`config.mk`:
```
export PLATFORM = sky130hd
export DESIGN_NAME = ibp3_ctrl
export DESIGN_NICKNAME = d
export VERILOG_FILES = /design/src/ibp3_pkg.sv /design/src/ibp3_ctrl.sv
export SDC_FILE = /design/constraint.sdc
export NUM_CORES = 1
export LEC_CHECK = 0
export ABC_AREA = 1
export BUFFER_PORTS_ARGS = -buffer_cell sky130_fd_sc_hd__buf_2
export CORE_AREA = 2 2 39 41
export CTS_CLUSTER_DIAMETER = 150
export DETAILED_ROUTE_END_ITERATION = 10
export DIE_AREA = 0 0 41 43
export PLACE_DENSITY_LB_ADDON = 0.15
export SKIP_CTS_REPAIR_TIMING = 1
export SYNTH_ARGS = -nofsm -noshare
export SYNTH_HDL_FRONTEND = slang
export SYNTH_SLANG_ARGS = --single-unit
```
`constraint.sdc`:
```
create_clock -name i_clk -period 1.2 [get_ports i_clk]
set_clock_uncertainty 0.1 [all_clocks]
set_input_delay 0.18 -clock i_clk [delete_from_list [all_inputs] [get_ports i_clk]]
set_output_delay 0.18 -clock i_clk [all_outputs]
set_load 0.03 [all_outputs]
```
`src/ibp3_pkg.sv`:
```
// ----------------------------------------------------------------------------
// ibp3_pkg: shared types and constants
// Modulus, Barrett reduction constant and controller/datapath handshake
// structs for the integer-break product unit.
// ----------------------------------------------------------------------------
package ibp3_pkg;

    localparam int RES_W = 30;

    // prime modulus and floor(2^60 / modulus) for Barrett reduction
    localparam logic [RES_W-1:0] MODULUS    = 30'd1000000007;
    localparam logic [30:0]      BARRETT_MU = 31'd1152921496;
    localparam logic [31:0]      MODULUS_X2 = 32'd2000000014;

    // ceil(2^33 / 3): n / 3 == (n * DIV3_RECIP) >> 33 for any 32-bit n
    localparam logic [31:0]      DIV3_RECIP = 32'hAAAAAAAB;

    localparam logic [RES_W-1:0] POW_ONE    = 30'd1;
    localparam logic [RES_W-1:0] POW_BASE   = 30'd3;
    localparam logic [RES_W-1:0] SCALE_FOUR = 30'd4;
    localparam logic [RES_W-1:0] SCALE_TWO  = 30'd2;

    localparam logic [1:0] REM_ZERO = 2'd0;
    localparam logic [1:0] REM_ONE  = 2'd1;
    localparam logic [1:0] REM_TWO  = 2'd2;

    typedef struct packed {
        logic load;
        logic div_step;
        logic setup;
        logic mul_start;
        logic mul_update;
        logic scale_start;
        logic scale_update;
        logic out_load;
    } t_dp_cmd;

    typedef struct packed {
        logic div_last;
        logic exp_zero;
        logic need_scale;
        logic acc_done;
        logic sq_done;
    } t_dp_stat;

endpackage

```
`src/ibp3_ctrl.sv`:
```
// ----------------------------------------------------------------------------
// ibp3_ctrl: sequencing state machine
// Steps the datapath through division, exponent loop and scaling, and owns
// the handshake flags of both channels.
// ----------------------------------------------------------------------------
module ibp3_ctrl (
    input  logic                i_clk,
    input  logic                i_rst_n,
    input  logic                i_in_valid,
    output logic                o_in_ready,
    input  logic                i_out_ready,
    output logic                o_out_valid,
    output ibp3_pkg::t_dp_cmd   o_cmd,
    input  ibp3_pkg::t_dp_stat  i_stat
);

    localparam logic [2:0] S_IDLE  = 3'd0;
    localparam logic [2:0] S_DIV   = 3'd1;
    localparam logic [2:0] S_SETUP = 3'd2;
    localparam logic [2:0] S_LOOP  = 3'd3;
    localparam logic [2:0] S_MUL   = 3'd4;
    localparam logic [2:0] S_SCALE = 3'd5;
    localparam logic [2:0] S_OUT   = 3'd6;

    logic [2:0] r_state;
    logic [2:0] n_state;
    logic       r_out_valid;
    logic       n_out_valid;

    always_comb begin
        o_cmd   = '0;
        n_state = r_state;
        unique case (r_state)
            S_IDLE: begin
                if (i_in_valid) begin
                    o_cmd.load = 1'b1;
                    n_state    = S_DIV;
                end
            end
            S_DIV: begin
                o_cmd.div_step = 1'b1;
                if (i_stat.div_last) begin
                    n_state = S_SETUP;
                end
            end
            S_SETUP: begin
                o_cmd.setup = 1'b1;
                n_state     = S_LOOP;
            end
            S_LOOP: begin
                priority if (!i_stat.exp_zero) begin
                    o_cmd.mul_start = 1'b1;
                    n_state         = S_MUL;
                end else if (i_stat.need_scale) begin
                    o_cmd.scale_start = 1'b1;
                    n_state           = S_SCALE;
                end else begin
                    n_state = S_OUT;
                end
            end
            S_MUL: begin
                if (i_stat.acc_done && i_stat.sq_done) begin
                    o_cmd.mul_update = 1'b1;
                    n_state          = S_LOOP;
                end
            end
            S_SCALE: begin
                if (i_stat.acc_done) begin
                    o_cmd.scale_update = 1'b1;
                    n_state            = S_OUT;
                end
            end
            S_OUT: begin
                // wait until the result register is free
                if (!r_out_valid || i_out_ready) begin
                    o_cmd.out_load = 1'b1;
                    n_state        = S_IDLE;
                end
            end
            default: begin
                n_state = S_IDLE;
            end
        endcase
    end

    always_comb begin
        if (o_cmd.out_load) begin
            n_out_valid = 1'b1;
        end else if (i_out_ready) begin
            n_out_valid = 1'b0;
        end else begin
            n_out_valid = r_out_valid;
        end
    end

    always_ff @(posedge i_clk) begin
        if (!i_rst_n) begin
            r_state     <= S_IDLE;
            r_out_valid <= 1'b0;
        end else begin
            r_state     <= n_state;
            r_out_valid <= n_out_valid;
        end
    end

    assign o_in_ready  = (r_state == S_IDLE);
    assign o_out_valid = r_out_valid;

endmodule

```
==> parameters.txt, run 1 <==
Parameter                              Value

Clocking
  H-tree depth ... 1
  TritonCTS buffer count ... 3
  Worst-path clk slew ... 0.04 ns
  CTS Sinks ... 4
  Clock tree from TritonCTS ... yes
  Root cell of the clock tree ... sky130_fd_sc_hd__clkbuf_4
  Worst-case clock buffer depth ... 2
  Clk Latency, worst-skew pair ... 0.23 ns

Status
  Result of the run ... finished, violations left
  Failing checks ... negative setup slack

Worst hold path
  Type of the tightest min-delay check ... input port to register

Global route
  GR met2 Demand/Resource ... 18.8%
  Overall Global Routing Usage ... 13.0%
  Number of global-route vias before repair ... 406
  Grt ovf ... 0
  Met1 GRT Util ... 16.4%
  Largest net degree at the start of global routing ... 7
  Global-route wire length before repair ... 1520 um
  Initial antenna violation count ... 0
  Routing usage on met3 ... 3.14%
  Busiest grt layer ... met2

Synth
  Area fraction in compound gates after synthesis ... 6.85%
  Dominant synthesized flop cell ... sky130_fd_sc_hd__dfxtp_1
  EDFF count, synth ... 0
  Share of async-settable or async-resettable flops after synthesis ... 0%
  Xor/xnor share of the synthesized area ... 0%
  Post-Syn Area ... 365 um^2
  Number of nets in the synthesized netlist ... 68
  Syn avg cell area ... 6.19 um^2
  Cell count after synthesis ... 59
  Part of the Yosys area used for sequential elements ... 21.9%
  #FFs+latches synth ... 4
  Fraction of the mapped netlist area in adder cells ... 0%
  Multiplexer share of the synthesized area ... 0%
  Synth Area in Simple Gates ... 54.8%
  Count of cell types in the netlist ... 17
  Yosys warns ... 0
  Largest family of logic cells by synthesized area ... simple AND/OR/NAND/NOR gates

Setup path
  Worst setup SP type ... register
  WP data required ... 0.92 ns
  Bufs and invs on worst path ... 2
  Critical path peak fanout ... 5
  Cell family with the largest share of critical-path delay ... flip-flops
  Crit path arrival time ... 1.16 ns
  Crit-path slowest cell ... sky130_fd_sc_hd__dfxtp_4
  CP Capture Type ... primary output
  Largest stage delay on the critical path ... 0.37 ns
  Start-to-end type of the worst setup path ... register to primary output
  Cell breakdown of the critical path ... buf_6 -> nor4_4 -> buf_4

Route
  Number of design-rule violations left by the first detailed-router iteration ... 6
  Via density per instance ... 4.32
  Average wire per standard cell ... 9.63 um
  Drc violations ... 0
  Via count ... 467
  Routed Wire Length ... 1040 um
  Count of antenna-violating nets left after detailed routing ... 0
  Number of detailed-route iterations in the first pass ... 2

Die
  Initial core utilization ... 26.4%
  Die Ht ... 43 um
  Row count ... 14
  Horizontal die dimension ... 41 um
  Core area ... 1380 um^2
  Die area ... 1760 um^2
  IO Count ... 19

Job
  Max-cap viol count ... 0

Finish
  Diode insertion count for antenna repair ... 0
  Top library cells by usage in the layout, fill and taps aside ... sky130_fd_sc_hd__buf_4 (13), sky130_fd_sc_hd__buf_2 (10), sky130_fd_sc_hd__nor2_4 (8), sky130_fd_sc_hd__buf_6 (8), sky130_fd_sc_hd__inv_1 (7)
  Multi-input logic area ... 310 um^2
  Number of nets in the finished design ... 103
  Cell Count, Final, Fillers Out ... 108
  Post-synthesis to final-layout area growth ... 101%
  Filler instances ... 140
  Area used by sequential logic in the layout ... 92.6 um^2
  Share of cells above drive strength 1 ... 71.7%
  Most common cell after layout, fill and taps aside ... sky130_fd_sc_hd__buf_4

Placed design
  Count of placed standard cells including taps ... 103
  Number of I/O port buffers ... 18
  Half-perimeter wire length of the detailed placement result ... 790 um
  Final weighted congestion of routability-driven global placement ... 0.794

STA
  Final-report setup violation count ... 11
  Worst slew margin relative to its limit ... 83.3%
  Final WS setup ... -0.243 ns
  Peak Freq ... 0.693 GHz
  Final critical path time including I/O delays and setup ... 1.44 ns
  Setup repair after global routing missed its margin ... true
  Period Utilization, post-route ... 120%
  Transition time at the pin with the least slew margin ... 0.250 ns
  Final Hold Fails ... 0
  Total count of max-transition violations in the final report ... 0

Power
  Static Leak ... 0.359 nW
  Cell area power density ... 2610 nW/um^2
  Peak supply drop ... 1.39 mV
  Tot Pwr ... 1.92 mW
==> layer usage <==
| layer | vias up | routed length [um] |
|---|---|---|
| met3 | 0 | 37 |
| met4 | 0 | 0 |
| met5 | - | 0 |
| met1 | 211 | 438 |
| li1 | 246 | - |
| met2 | 10 | 564 |
==> stage by stage <==
step | TNS, ns | hold slack [ns] | utilization (%) | setup WS, ns | instance area (um^2)
2_1_floorplan | -0.214 | 0.200 | - | -0.168 | 398
3_3_place_gp | -0.146 | 0.333 | 41.9 | -0.0563 | 579
3_5_place_dp | -0.227 | 0.333 | 41.9 | -0.0665 | 579
4_1_cts | -2.32 | 0.0821 | 43.5 | -0.307 | 602
5_1_grt | -2.35 | 0.0953 | 53.1 | -0.296 | 734
6_report | -1.71 | 0.0891 | 53.1 | -0.243 | 734
==> area by class of cell <==
type | instances | area share [%]
Inverter | 11 | 5.96
Tap cell | 16 | 2.73
Multi-Input combinational cell | 42 | 42.2
Timing Repair Buffer | 32 | 33.4
Sequential cell | 4 | 12.6
Clock buffer | 3 | 3.07
==> kinds of logic (layout without fill, tap and decap cells) <==
kind of cell           after synthesis  after routing
buffers and inverters               13             46
flip-flops                           4              4
AND/OR/NAND/NOR                     38             38
AO/OA/AOI/OAI                        4              4
==> synthesized netlist by cell type (2+ instances only) <==
library cell | instances | area [um^2]
sky130_fd_sc_hd__nor2_1 | 10 | 37.5
sky130_fd_sc_hd__inv_1 | 9 | 33.8
sky130_fd_sc_hd__nand2_1 | 8 | 30.0
sky130_fd_sc_hd__nand2_2 | 5 | 31.3
sky130_fd_sc_hd__dfxtp_1 | 4 | 80.1
sky130_fd_sc_hd__nor2_2 | 4 | 25.0
sky130_fd_sc_hd__nand3_1 | 3 | 15.0
sky130_fd_sc_hd__nor2_4 | 3 | 33.8
sky130_fd_sc_hd__nor3_1 | 3 | 15.0
sky130_fd_sc_hd__a21oi_1 | 2 | 10.0
sky130_fd_sc_hd__inv_2 | 2 | 7.51
==> report_power, final <==
part | switching (mW) | internal, mW | leakage, nW
clock network | 0.0582 | 0.112 | 0.0138
registers | 0.125 | 0.221 | 0.0353
logic | 0.793 | 0.611 | 0.310
==> flip-flops by register name, summed over array words and instances, names as in the netlist <==
register and flops:
r_state 3, o_out_valid 1
==> worst paths after layout <==
kind | from | end | cells after the start | slack [ns]
setup / recovery | r_state[0]$_SDFFE_PN0P_ | o_cmd[3] | 3 | -0.24
hold reg to reg | o_out_valid$_SDFFE_PN0P_ | r_state[1]$_SDFFE_PN0P_ | 4 | 0.50
hold / removal | i_rst_n | r_state[0]$_SDFFE_PN0P_ | 3 | 0.09
setup reg to reg | r_state[0]$_SDFFE_PN0P_ | r_state[0]$_SDFFE_PN0P_ | 7 | -0.06
==> tightest hold or removal path: stages <==
cell	delay, ns
sky130_fd_sc_hd__buf_2	0.11
sky130_fd_sc_hd__nand2_1	0.06
sky130_fd_sc_hd__nor2_1	0.04
Power figures use the tool's default switching activity.
==> inputs of run 2 (changes only) <==
--- a/config.mk
+++ b/config.mk
@@ -7,12 +7,12 @@
 export LEC_CHECK = 0
 export ABC_AREA = 1
 export BUFFER_PORTS_ARGS = -buffer_cell sky130_fd_sc_hd__buf_2
+export CAP_MARGIN = 10
 export CORE_AREA = 2 2 39 41
 export CTS_CLUSTER_DIAMETER = 150
 export DETAILED_ROUTE_END_ITERATION = 10
 export DIE_AREA = 0 0 41 43
 export PLACE_DENSITY_LB_ADDON = 0.15
-export SKIP_CTS_REPAIR_TIMING = 1
 export SYNTH_ARGS = -nofsm -noshare
 export SYNTH_HDL_FRONTEND = slang
 export SYNTH_SLANG_ARGS = --single-unit
==> constraint.sdc (replaced) <==
create_clock -name i_clk -period 1.2 [get_ports i_clk]
set_clock_uncertainty 0.1 [all_clocks]
set_input_delay 0.24 -clock i_clk [delete_from_list [all_inputs] [get_ports i_clk]]
set_output_delay 0.24 -clock i_clk [all_outputs]
set_load 0.03 [all_outputs]
==> parameters.txt, run 2 (same netlist as run 1, synthesis figures left out) <==
Parameter                              Value

STA
  Final WS setup ... -0.273 ns (was -0.243 ns)
  Period Utilization, post-route ... 123% (was 120%)
  Peak Freq ... 0.679 GHz (was 0.693 GHz)
  Setup repair after global routing missed its margin ... true (unchanged)
  Worst slew margin relative to its limit ... 82.8% (was 83.3%)
  Total count of max-transition violations in the final report ... 0 (unchanged)
  Final Hold Fails ... 0 (unchanged)
  Final setup TNS ... -2.24 ns (was -1.71 ns)
  Final critical path time including I/O delays and setup ... 1.47 ns (was 1.44 ns)
  Transition time at the pin with the least slew margin ... 0.258 ns (was 0.250 ns)
  Final-report setup violation count ... 11 (unchanged)

Clocking
  Root cell of the clock tree ... sky130_fd_sc_hd__clkbuf_4 (unchanged)
  Worst-path clk slew ... 0.04 ns (about the same)
  TritonCTS buffer count ... 3 (unchanged)
  H-tree depth ... 1 (unchanged)
  CTS Sinks ... 4 (unchanged)
  Worst-case clock buffer depth ... 2 (unchanged)
  Clk Latency, worst-skew pair ... 0.24 ns (was 0.23 ns)
  Clock tree from TritonCTS ... yes (unchanged)

Die
  Core area ... 1380 um^2 (unchanged)
  Die area ... 1760 um^2 (unchanged)
  IO Count ... 19 (unchanged)
  Die Ht ... 43 um (unchanged)
  Initial core utilization ... 26.4% (unchanged)
  Row count ... 14 (unchanged)
  Horizontal die dimension ... 41 um (unchanged)

Setup path
  Critical path peak fanout ... 6 (was 5)
  Crit Reg-Reg Startpoint ... r_state[1]$_SDFFE_PN0P_ (was r_state[0]$_SDFFE_PN0P_)
  WP data required ... 0.86 ns (was 0.92 ns)
  CP Capture Type ... primary output (unchanged)
  Crit path arrival time ... 1.13 ns (was 1.16 ns)
  Start-to-end type of the worst setup path ... register to primary output (unchanged)
  Worst setup path startpoint ... r_state[0]$_SDFFE_PN0P_ (unchanged)
  Worst setup SP type ... register (unchanged)

Placed design
  Final weighted congestion of routability-driven global placement ... 0.735 (was 0.794)
  Number of I/O port buffers ... 18 (unchanged)
  Placed instance area ... 596 um^2 (was 579 um^2)
  Half-perimeter wire length of the detailed placement result ... 777 um (was 790 um)

Finish
  Filler instances ... 152 (was 140)
  Number of flip-flops under the largest register name ... 3 (unchanged)
  Diode insertion count for antenna repair ... 0 (unchanged)
  Post-route design area ... 697 um^2 (was 734 um^2)
  Top register by number of flip-flops ... r_state (unchanged)
  Most common cell after layout, fill and taps aside ... sky130_fd_sc_hd__buf_4 (unchanged)
  Top library cells by usage in the layout, fill and taps aside ... sky130_fd_sc_hd__buf_4 (18), sky130_fd_sc_hd__buf_2 (9), sky130_fd_sc_hd__nor2_4 (8) (was sky130_fd_sc_hd__buf_4 (13), sky130_fd_sc_hd__buf_2 (10), sky130_fd_sc_hd__nor2_4 (8), sky130_fd_sc_hd__buf_6 (8), sky130_fd_sc_hd__inv_1 (7))
  Post-synthesis to final-layout area growth ... 90.8% (was 101%)
  Number of nets in the finished design ... 102 (was 103)
  Share of cells above drive strength 1 ... 71.4% (was 71.7%)

Power
  Static Leak ... 0.350 nW (was 0.359 nW)
  Cell area power density ... 2590 nW/um^2 (was 2610 nW/um^2)
  Peak supply drop ... 1.08 mV (was 1.39 mV)

Job
  Max-cap viol count ... 0 (unchanged)

Global route
  Largest net degree at the start of global routing ... 7 (unchanged)
  Grt ovf ... 0 (unchanged)
  Global-route wire length before repair ... 1640 um (was 1520 um)
  Number of global-route vias before repair ... 419 (was 406)
  Initial antenna violation count ... 0 (unchanged)
  Overall Global Routing Usage ... 14.3% (was 13.0%)

Status
  Result of the run ... finished, violations left (unchanged)
  Failing checks ... negative setup slack (unchanged)

Route
  Detail Route met3 WL ... 60 um (was 37 um)
  Via count ... 456 (was 467)
  Count of antenna-violating nets left after detailed routing ... 0 (unchanged)
  Drc violations ... 0 (unchanged)
  Via density per instance ... 4.26 (was 4.32)
  Routed Wire Length ... 1010 um (was 1040 um)
  Metal2 WL ... 516 um (was 564 um)
  Uppermost signal routing layer after detailed routing ... met4 (was met3)
  Average wire per standard cell ... 9.39 um (was 9.63 um)
  Number of design-rule violations left by the first detailed-router iteration ... 5 (was 6)
  Number of detailed-route iterations in the first pass ... 4 (was 2)
  Detailed-routing wirelength on met1 ... 411 um (was 438 um)

Worst hold path
  Startpoint of the worst hold path ... i_rst_n (unchanged)
  Type of the tightest min-delay check ... input port to register (unchanged)
[run 2: layout make-up]
class | count | area, um^2 | area share (%)
Clock buffer | 3 | 22.5 | 3.23
Inverter | 11 | 46.3 | 6.64
Multi-Input combinational cell | 42 | 290 | 41.7
Sequential cell | 4 | 92.6 | 13.3
Tap cell | 16 | 20.0 | 2.87
Timing Repair Buffer | 31 | 225 | 32.3
[run 2: through the flow]
step	hold WS, ns	worst slack [ns]	power [mW]	util (%)	instances
2_1_floorplan	0.260	-0.0641	1.08	-	59
3_3_place_gp	0.382	-0.173	1.42	43.0	103
3_5_place_dp	0.382	-0.173	1.42	43.0	103
4_1_cts	0.115	-0.277	1.78	49.6	107
5_1_grt	0.130	-0.321	1.96	50.4	107
6_report	0.126	-0.273	1.81	50.4	107
[run 2: repair_timing]
item / 4_1_cts / 5_1_grt
buffers inserted: 1 / 0
hold buffers: 0 / 0
setup endpoints to repair: 12 / 12
cloned: 0 / 0
pin swaps: 1 / 2
resized for setup: 21 / 4
[run 2: per-layer routing]
metal / global-route usage (%) / vias up
li1: - / 243
met1: 16.1 / 196
met2: 21.3 / 15
met3: 6.28 / 2
met4: 8.00 / 0
met5: 0 / -
[run 2: worst paths after layout]
check,slack (ns),endpoint,cells after the start
setup / recovery,-0.27,o_cmd[3],3
hold / removal,0.13,r_state[0]$_SDFFE_PN0P_,3
setup reg to reg,-0.05,r_state[2]$_SDFFE_PN0P_,6
hold reg to reg,0.50,r_state[1]$_SDFFE_PN0P_,4
[run 2: worst max-delay path, cell delays in order (launching register included)]
cell                      delay [ns]
sky130_fd_sc_hd__dfxtp_4        0.36
sky130_fd_sc_hd__buf_4          0.14
sky130_fd_sc_hd__nor4_4         0.20
sky130_fd_sc_hd__buf_4          0.20
[run 2: where the power goes]
group / internal [mW] / total, mW / leakage (nW) / switching, mW
registers: 0.222 / 0.349 / 0.0353 / 0.128
logic: 0.558 / 1.29 / 0.301 / 0.729
clock network: 0.112 / 0.171 / 0.0138 / 0.0589
total: 0.891 / 1.81 / 0.350 / 0.916
==> inputs of run 3 (changes only) <==
==> constraint.sdc (replaced) <==
create_clock -name i_clk -period 1.2 [get_ports i_clk]
set_clock_uncertainty 0.1 [all_clocks]
set_input_delay 0.06 -clock i_clk [delete_from_list [all_inputs] [get_ports i_clk]]
set_output_delay 0.06 -clock i_clk [all_outputs]
set_load 0.03 [all_outputs]
==> parameters.txt, run 3 (same netlist as run 1, synthesis figures left out) <==
Parameter                              Value

Status
  Result of the run ... finished, violations left (unchanged)
  Failing checks ... negative setup slack (unchanged)

Clocking
  TritonCTS buffer count ... 3 (unchanged)
  CTS Sinks ... 4 (unchanged)
  H-tree depth ... 1 (unchanged)
  Clock tree from TritonCTS ... yes (unchanged)
  Clk Latency, worst-skew pair ... 0.23 ns (was 0.24 ns)
  Worst-path clk slew ... 0.04 ns (about the same)
  Root cell of the clock tree ... sky130_fd_sc_hd__clkbuf_4 (unchanged)
  Worst-case clock buffer depth ... 2 (unchanged)

Finish
  Number of nets in the finished design ... 110 (was 102)
  Share of cells above drive strength 1 ... 68.7% (was 71.4%)
  Most common cell after layout, fill and taps aside ... sky130_fd_sc_hd__buf_4 (unchanged)
  Top register by number of flip-flops ... r_state (unchanged)
  Diode insertion count for antenna repair ... 0 (unchanged)
  Number of flip-flops under the largest register name ... 3 (unchanged)
  Post-synthesis to final-layout area growth ... 108% (was 90.8%)
  Top library cells by usage in the layout, fill and taps aside ... sky130_fd_sc_hd__buf_4 (20), sky130_fd_sc_hd__buf_2 (9), sky130_fd_sc_hd__buf_6 (9) (was sky130_fd_sc_hd__buf_4 (18), sky130_fd_sc_hd__buf_2 (9), sky130_fd_sc_hd__nor2_4 (8))
  Cell Count, Final, Fillers Out ... 115 (was 107)

Power
  Internal power of the cells ... 1.09 mW (was 0.891 mW)
  Sw frac ... 45.8% (was 50.7%)
  Proportion of power drawn by combinational gates ... 76.2% (was 71.2%)
  Net switching power figure ... 0.923 mW (was 0.916 mW)
  Static Leak ... 0.407 nW (was 0.350 nW)
  Peak supply drop ... 1.46 mV (was 1.08 mV)
  Relative contribution of the clock network to total power ... 8.1% (was 9.5%)
  Sequential share of power ... 15.7% (was 19.3%)
  Cell area power density ... 2650 nW/um^2 (was 2590 nW/um^2)

Setup path
  Worst setup SP type ... register (unchanged)
  Register-to-register setup slack ... -0.08 ns (was -0.05 ns)
  Crit path arrival time ... 1.16 ns (was 1.13 ns)
  Critical path peak fanout ... 5 (was 6)
  Crit Reg-Reg Startpoint ... r_state[2]$_SDFFE_PN0P_ (was r_state[1]$_SDFFE_PN0P_)
  CP Capture Type ... primary output (unchanged)
  Crit path top cell by count ... sky130_fd_sc_hd__buf_4 (unchanged)
  Terminus of the critical flop-to-flop path ... r_state[2]$_SDFFE_PN0P_ (unchanged)
  WP data required ... 1.04 ns (was 0.86 ns)
  Cell breakdown of the critical path ... inv_2 -> nand3_1 -> buf_4 -> nor2_1 -> buf_4 (was buf_4 -> nor4_4 -> buf_4)
  Cell family with the largest share of critical-path delay ... buffers and inverters (was flip-flops)
  Bufs and invs on worst path ... 3 (was 2)
  Worst Reg2Reg Path Length in Cells ... 8 (was 6)
  Crit-path slowest cell ... sky130_fd_sc_hd__dfxtp_4 (unchanged)
  Largest stage delay on the critical path ... 0.35 ns (was 0.36 ns)
  Start-to-end type of the worst setup path ... register to primary output (unchanged)

STA
  Final critical path time including I/O delays and setup ... 1.32 ns (was 1.47 ns)
  Final-report setup violation count ... 11 (unchanged)
  Peak Freq ... 0.757 GHz (was 0.679 GHz)
  Final Hold Fails ... 0 (unchanged)
  Final setup TNS ... -0.838 ns (was -2.24 ns)
  Transition time at the pin with the least slew margin ... 0.280 ns (was 0.258 ns)
  Total count of max-transition violations in the final report ... 0 (unchanged)
  Setup repair after global routing missed its margin ... true (unchanged)
  Period Utilization, post-route ... 110% (was 123%)
  Worst slew margin relative to its limit ... 81.2% (was 82.8%)
  Final WS setup ... -0.121 ns (was -0.273 ns)

Die
  Die area ... 1760 um^2 (unchanged)
  Die Ht ... 43 um (unchanged)
  Row count ... 14 (unchanged)
  Core area ... 1380 um^2 (unchanged)
  IO Count ... 19 (unchanged)
  Initial core utilization ... 26.4% (unchanged)
  Horizontal die dimension ... 41 um (unchanged)

Route
  Average wire per standard cell ... 8.58 um (was 9.39 um)
  Via count ... 473 (was 456)
  Detail Route met3 WL ... 40 um (was 60 um)
  Detailed-routing wirelength on met1 ... 478 um (was 411 um)
  Metal2 WL ... 468 um (was 516 um)
  Drc violations ... 0 (unchanged)
  Routed Wire Length ... 987 um (was 1010 um)
  Via density per instance ... 4.11 (was 4.26)
  Count of antenna-violating nets left after detailed routing ... 0 (unchanged)
  Number of detailed-route iterations in the first pass ... 2 (was 4)
  Number of design-rule violations left by the first detailed-router iteration ... 6 (was 5)
  Uppermost signal routing layer after detailed routing ... met3 (was met4)

Global route
  Global-route wire length before repair ... 1620 um (was 1640 um)
  Overall Global Routing Usage ... 13.2% (was 14.3%)
  Grt ovf ... 0 (unchanged)
  Initial antenna violation count ... 0 (unchanged)
  Largest net degree at the start of global routing ... 7 (unchanged)
  Number of global-route vias before repair ... 425 (was 419)

Worst hold path
  Number of instances on the worst hold path ... 5 (was 3)
  Startpoint of the worst hold path ... i_out_ready (was i_rst_n)
  Type of the tightest min-delay check ... input port to register (unchanged)
  Hold Path End ... r_state[1]$_SDFFE_PN0P_ (was r_state[0]$_SDFFE_PN0P_)

Job
  Max-cap viol count ... 0 (unchanged)

Placed design
  Half-perimeter wire length of the detailed placement result ... 765 um (was 777 um)
  Number of I/O port buffers ... 18 (unchanged)
  Count of placed standard cells including taps ... 104 (was 103)
  Final weighted congestion of routability-driven global placement ... 0.712 (was 0.735)
## run 3: worst min-delay path, cell delays in order
cell	delay, ns
sky130_fd_sc_hd__buf_2	0.07
sky130_fd_sc_hd__nor2_1	0.05
sky130_fd_sc_hd__nand2_2	0.08
sky130_fd_sc_hd__buf_4	0.10
sky130_fd_sc_hd__a21oi_1	0.05
## run 3: final cells by class
cell class / instances / area [um^2]
clock buffers: 3 / 22.5
fillers: 129 / 623
inverters: 11 / 41.3
multi-input cells: 42 / 278
flip-flops and latches: 4 / 92.6
well taps: 16 / 20.0
repair buffers: 39 / 307
## run 3: power groups by stage
| stage | registers [mW] | clock network, mW | logic [mW] |
|---|---|---|---|
| after floorplan | 0.269 | 0 | 0.744 |
| after global placement | 0.302 | 0 | 1.09 |
| after detailed placement | 0.297 | 0 | 1.10 |
| after CTS | 0.314 | 0.171 | 1.44 |
| after global routing | 0.325 | 0.180 | 1.66 |
| final | 0.316 | 0.162 | 1.53 |
## run 3: worst max-delay path by stage
stage / startpoint / end / slack, ns / cells past startpoint
floorplan: r_state[2]$_SDFFE_PN0P_ / o_cmd[3] / -0.09 / 2
global placement: r_state[0]$_SDFFE_PN0P_ / r_state[0]$_SDFFE_PN0P_ / -0.14 / 9
detailed placement: r_state[0]$_SDFFE_PN0P_ / r_state[0]$_SDFFE_PN0P_ / -0.13 / 9
CTS: r_state[1]$_SDFFE_PN0P_ / o_cmd[1] / -0.14 / 5
global route: r_state[0]$_SDFFE_PN0P_ / o_cmd[6] / -0.18 / 6
finish: r_state[1]$_SDFFE_PN0P_ / o_cmd[1] / -0.12 / 5
## run 3: timing repair
item	in CTS	in global routing
hold endpoints to repair	1	0
resized for setup	23	8
cloned	0	0
buffers inserted	7	0
pin swaps	4	1
endpoints found under the setup margin	12	12
hold buffers	1	0
## run 3: through the flow
stage	utilization, %	hold slack (ns)	total power, mW	cell area, um^2	setup slack (ns)
finish	55.0	0.128	2.01	761	-0.121
global placement	41.6	0.206	1.40	576	-0.142
detailed placement	41.6	0.212	1.40	576	-0.129
floorplan	-	0.0804	1.01	387	-0.0933
global route	55.0	0.161	2.17	761	-0.180
CTS	52.5	0.112	1.92	727	-0.142
## run 3: routing by layer
| layer | track usage, % | up-vias |
|---|---|---|
| li1 | - | 261 |
| met1 | 17.0 | 202 |
| met2 | 20.0 | 10 |
| met3 | 4.71 | 0 |
| met4 | 4.00 | 0 |
| met5 | 0 | - |
